<file path="config.mk">
export PLATFORM = sky130hd
export DESIGN_NAME = mbf_lane_adder
export DESIGN_NICKNAME = d
export VERILOG_FILES = /design/src/rtl/mbf_pkg.sv /design/src/rtl/mbf_lane_adder.sv
export SDC_FILE = /design/constraint.sdc
export NUM_CORES = 1
export LEC_CHECK = 0
export BUFFER_PORTS_ARGS = -buffer_cell sky130_fd_sc_hd__buf_2
export CAP_MARGIN = 20
export CORE_MARGIN = 2
export CORE_UTILIZATION = 39
export DETAILED_ROUTE_END_ITERATION = 6
export PLACE_DENSITY = 0.91
export SLEW_MARGIN = 10
export SYNTH_ARGS = -nofsm -noshare
export SYNTH_HDL_FRONTEND = slang
export SYNTH_SLANG_ARGS = --single-unit
</file>
<file path="constraint.sdc">
create_clock -name vclk -period 2.2
set_clock_uncertainty 0.15 [all_clocks]
set_input_delay 0.44 -clock vclk [all_inputs]
set_output_delay 0.44 -clock vclk [all_outputs]
set_load 0.005 [all_outputs]
</file>
<file path="src/rtl/mbf_pkg.sv">
// Shared types, constants and helper functions of the mipmap box filter chain.
// Used by every module of the block; depends on nothing else.
package mbf_pkg;

  localparam int MAX_WIDTH  = 4096;
  localparam int MAX_LEVELS = 12;
  localparam int X_W        = $clog2(MAX_WIDTH);
  localparam int LVL_W      = 4;
  localparam int DIM_W      = 13;
  localparam int LANES      = 4;
  localparam int CH_W       = 8;
  localparam int LANE_W     = 10;
  localparam int SUM_W      = LANES * LANE_W;
  localparam int PIX_W      = LANES * CH_W;
  localparam int POS_W      = 11;
  localparam int OUT_DATA_W = 64;

  typedef enum logic {
    REG_BASE_WIDTH  = 1'b0,
    REG_BASE_HEIGHT = 1'b1
  } cfg_reg_t;

  typedef enum logic [2:0] {
    ST_IDLE,
    ST_LOOK,
    ST_SUM,
    ST_EMIT,
    ST_FLUSH
  } state_t;

  typedef struct packed {
    logic [LVL_W-1:0] level;
    logic [POS_W-1:0] x;
    logic [POS_W-1:0] y;
    logic [PIX_W-1:0] pix;
    logic             last;
    logic [LVL_W-1:0] top;
  } result_t;

  typedef struct packed {
    logic             we;
    logic             re;
    logic [X_W-1:0]   addr;
    logic [SUM_W-1:0] wdata;
  } ram_req_t;

  // A zero dimension acts as one, anything above the maximum as the maximum.
  function automatic logic [DIM_W-1:0] clamp_dim(input logic [DIM_W-1:0] v);
    logic [DIM_W-1:0] r;
    r = v;
    if (v == '0) r = DIM_W'(1);
    else if (v > DIM_W'(MAX_WIDTH)) r = DIM_W'(MAX_WIDTH);
    return r;
  endfunction

  function automatic logic [LVL_W-1:0] msb_pos(input logic [DIM_W-1:0] v);
    logic [LVL_W-1:0] r;
    r = '0;
    for (int i = 0; i < DIM_W; i++) begin
      if (v[i]) r = LVL_W'(i);
    end
    return r;
  endfunction

  // Highest level whose dimensions are both nonzero, capped at the level count.
  function automatic logic [LVL_W-1:0] top_of_chain(input logic [DIM_W-1:0] w,
                                                    input logic [DIM_W-1:0] h);
    logic [LVL_W-1:0] t;
    t = msb_pos(w);
    if (msb_pos(h) < t) t = msb_pos(h);
    if (t > LVL_W'(MAX_LEVELS)) t = LVL_W'(MAX_LEVELS);
    return t;
  endfunction

  // First pair-sum entry of a level: each level takes the half left above the last.
  function automatic logic [X_W-1:0] level_base(input logic [LVL_W-1:0] lvl);
    logic [X_W:0] full;
    full = (X_W+1)'(MAX_WIDTH) - ((X_W+1)'(MAX_WIDTH) >> lvl);
    return full[X_W-1:0];
  endfunction

  function automatic logic [SUM_W-1:0] spread(input logic [PIX_W-1:0] p);
    logic [SUM_W-1:0] r;
    for (int c = 0; c < LANES; c++) begin
      r[c*LANE_W +: LANE_W] = {{(LANE_W-CH_W){1'b0}}, p[c*CH_W +: CH_W]};
    end
    return r;
  endfunction

  function automatic logic [PIX_W-1:0] avg_of(input logic [SUM_W-1:0] s);
    logic [PIX_W-1:0] r;
    for (int c = 0; c < LANES; c++) begin
      r[c*CH_W +: CH_W] = s[c*LANE_W + 2 +: CH_W];
    end
    return r;
  endfunction

endpackage

</file>
<file path="src/rtl/mbf_lane_adder.sv">
// Shared four-lane adder of 10-bit channel sums, used for both pair and block sums.
// Depends on mbf_pkg.
module mbf_lane_adder (
  input  logic [mbf_pkg::SUM_W-1:0] add_a,
  input  logic [mbf_pkg::SUM_W-1:0] add_b,
  output logic [mbf_pkg::SUM_W-1:0] add_sum
);

  // Lanes never carry into each other: four channel values stay below 1024.
  always_comb begin
    for (int c = 0; c < mbf_pkg::LANES; c++) begin
      add_sum[c*mbf_pkg::LANE_W +: mbf_pkg::LANE_W] =
        add_a[c*mbf_pkg::LANE_W +: mbf_pkg::LANE_W] +
        add_b[c*mbf_pkg::LANE_W +: mbf_pkg::LANE_W];
    end
  end

endmodule

</file>
==> flow_metrics.py <==
metrics = {
    "status": {
        "status": "complete, but fails checks",
        "violations": "negative setup slack",
    },
    "floorplan": {
        "rows": 23,
        "die_w_um": 67.6,
        "die_y_um": 67.6,
        "initial_core_util": 0.400,
        "io_pins": 120,
        "core_sq_mm": 0.00394,
        "die_area_sq_mm": 0.00457,
    },
    "finish": {
        "num-clock-buffers": 0,
        "sequential_cell_area_sq_um": 0,
        "final_cells": 429,
        "antennaDiodeCount": 0,
        "fillers": 148,
        "fin_nets": 501,
        "final_common_cell": "buf_2",
        "design.seq.count": 0,
        "mostFrequentLayoutCells": "buf_2 (91), buf_4 (50), buf_6 (38)",
        "drive_above_1_share": 0.734,
        "areaGrowthSynthToFinish_pct": 131,
        "multi_input_area_sq_mm": 0.00216,
    },
    "routing": {
        "final_antenna_net_count": 0,
        "firstDrtPassIters": 5,
        "drt-vias-per-instance": 5.91,
        "routed_wl_um": 9360,
        "wl_per_cell_um": 21.8,
        "vias": 2537,
        "drc": 0,
        "dr.first_iter.drc_count": 245,
    },
    "logic_synthesis": {
        "synth_top_area_cell": "ha_1",
        "synthSimpleGateAreaFrac": 0.155,
        "avgSynthCellArea_sq_um": 8.13,
        "yosysUniqueCellTypes": 28,
        "synth_compound_area_frac": 0.266,
        "synth.area.mux_share": 0,
        "synth.top_cell.area_share": 0.285,
        "yosys_warnings": 0,
        "synth_area_leaders": "ha_1 (29%), xnor2_1 (16%), a21oi_1 (5.7%)",
        "synth.cell_area_sq_mm": 0.00158,
        "synth_top_family_by_area": "adder cells",
        "syn_inst": 194,
        "synthXorXnorAreaFrac": 0.200,
        "ys_seq_area_frac": 0,
        "synth_fa_ha_area_frac": 0.336,
        "syn_nets": 314,
    },
    "setup_path": {
        "critical-path-top-delay-family": "compound AO/OA/AOI/OAI gates",
        "end_kind": "output pin",
        "cp.required_ps": 1610,
        "arrival_ps": 2090,
        "path_class": "primary input to output pin",
        "worstPathCellList": "buf_8 > ha_4 > inv_2 > fa_2 > nor2b_4 > o2111ai_4 > nand3_4 > o41ai_4 > xnor2_1 > buf_2",
        "crit_path_max_incr_delay_ps": 340,
        "cp_max_fo": 2,
        "slowest_stage": "o41ai_4",
        "startpoint_type": "primary input",
        "critPathBufInv": 3,
    },
    "timing": {
        "maxSlewViolCount": 0,
        "tightest_slew_ps": 388,
        "grt_setup_unrepaired": "yes",
        "fin_crit_sh": 1.22,
        "maxSlewHeadroom": 0.742,
        "hold_violations": 0,
        "setup_viol": 25,
        "fin_crit_ps": 2680,
        "layout_setup_ws_ps": -475,
        "max_freq_mhz": 374,
    },
    "pwr": {
        "cellPowerDensity_mw_per_mm2": 330,
        "leakagePower_nw": 1.76,
        "max-vdd-ir-drop_mv": 0.229,
        "power.total_mw": 1.20,
    },
    "run": {
        "cap_violations": 0,
    },
    "worst_hold_path": {
        "hold_start": "add_a[30]",
        "hold_end": "add_sum[30]",
        "min_path_cells": 3,
        "hold_path_class": "primary input to output pin",
    },
    "place": {
        "dp_cells": 404,
        "port_buffers": 120,
        "gp_congestion": 0.776,
        "hpwl_um": 4750,
    },
    "global_route": {
        "grt_overflow": 0,
        "grt_pass1_vias": 2376,
        "grt_pass1_wl_um": 11300,
        "antenna_found_initial": 0,
        "grt_use_total": 0.324,
        "grt_max_degree": 7,
    },
}
metrics by stage:
stage	cell area (sq um)	worst slack, ps	util	hold slack (ps)	TNS (ps)
floorplan	1760	-11.0	-	839	-28.7
global placement	2720	-311	0.691	1010	-3900
detailed placement	2720	-382	0.691	1020	-4830
CTS	3260	-316	0.828	1010	-3050
global route	3640	-546	0.924	1020	-7360
finish	3640	-475	0.924	1010	-6350
cells in the mapped netlist (all sizes together):
cell / count
ha: 36
xnor2: 28
a21oi: 20
inv: 18
nor2: 14
a21o: 12
nand3: 10
xor2: 8
nand2: 6
and3: 4
fa: 4
nand2b: 4
nor2b: 4
o2111ai: 4
o21ai: 4
a2111oi: 2
a211oi: 2
a21bo: 2
a41o: 2
and2: 2
nor3: 2
o211ai: 2
o21a: 2
o41ai: 2
worst max path at each step:
stage	startpoint	to	cells after the start
CTS	add_b[30]	add_sum[38]	10
detailed placement	add_a[20]	add_sum[28]	10
global route	add_b[20]	add_sum[28]	10
global placement	add_a[31]	add_sum[39]	8
finish	add_b[20]	add_sum[28]	10
floorplan	add_a[10]	add_sum[19]	6
power breakdown:
group | internal [mW] | switching, mW | total (mW) | leakage [nW]
registers | 0 | 0 | 0 | 0
clock network | 0 | 0 | 0 | 0
logic | 0.652 | 0.549 | 1.20 | 1.76
layout make-up:
class / instances / area share
timing repair buffer: 185 / 0.370
tap: 50 / 0.0172
inverter: 18 / 0.0192
multi-input combinational: 176 / 0.593
routing by layer:
layer	global-route usage	up-vias	part of all wire
met1	0.325	1165	0.33
li1	-	1074	-
met3	0.0417	82	0.083
met2	0.645	216	0.50
met5	0	-	0
met4	0.156	0	0.085
cell families after synthesis:
kind of cell | count (synthesis)
buf+inv | 18
fa+ha+maj | 40
simple gates | 46
compound gates | 54
xor+xnor | 36
repair_timing:
action / 4_1_cts / 5_1_grt
pin swaps: 64 / 47
hold buffers: 0 / 0
gates cloned: 0 / 0
setup endpoints to repair: 24 / 27
buffers inserted: 12 / 17
resized for setup: 79 / 58
Note: power is estimated with default switching activity, not from simulation.
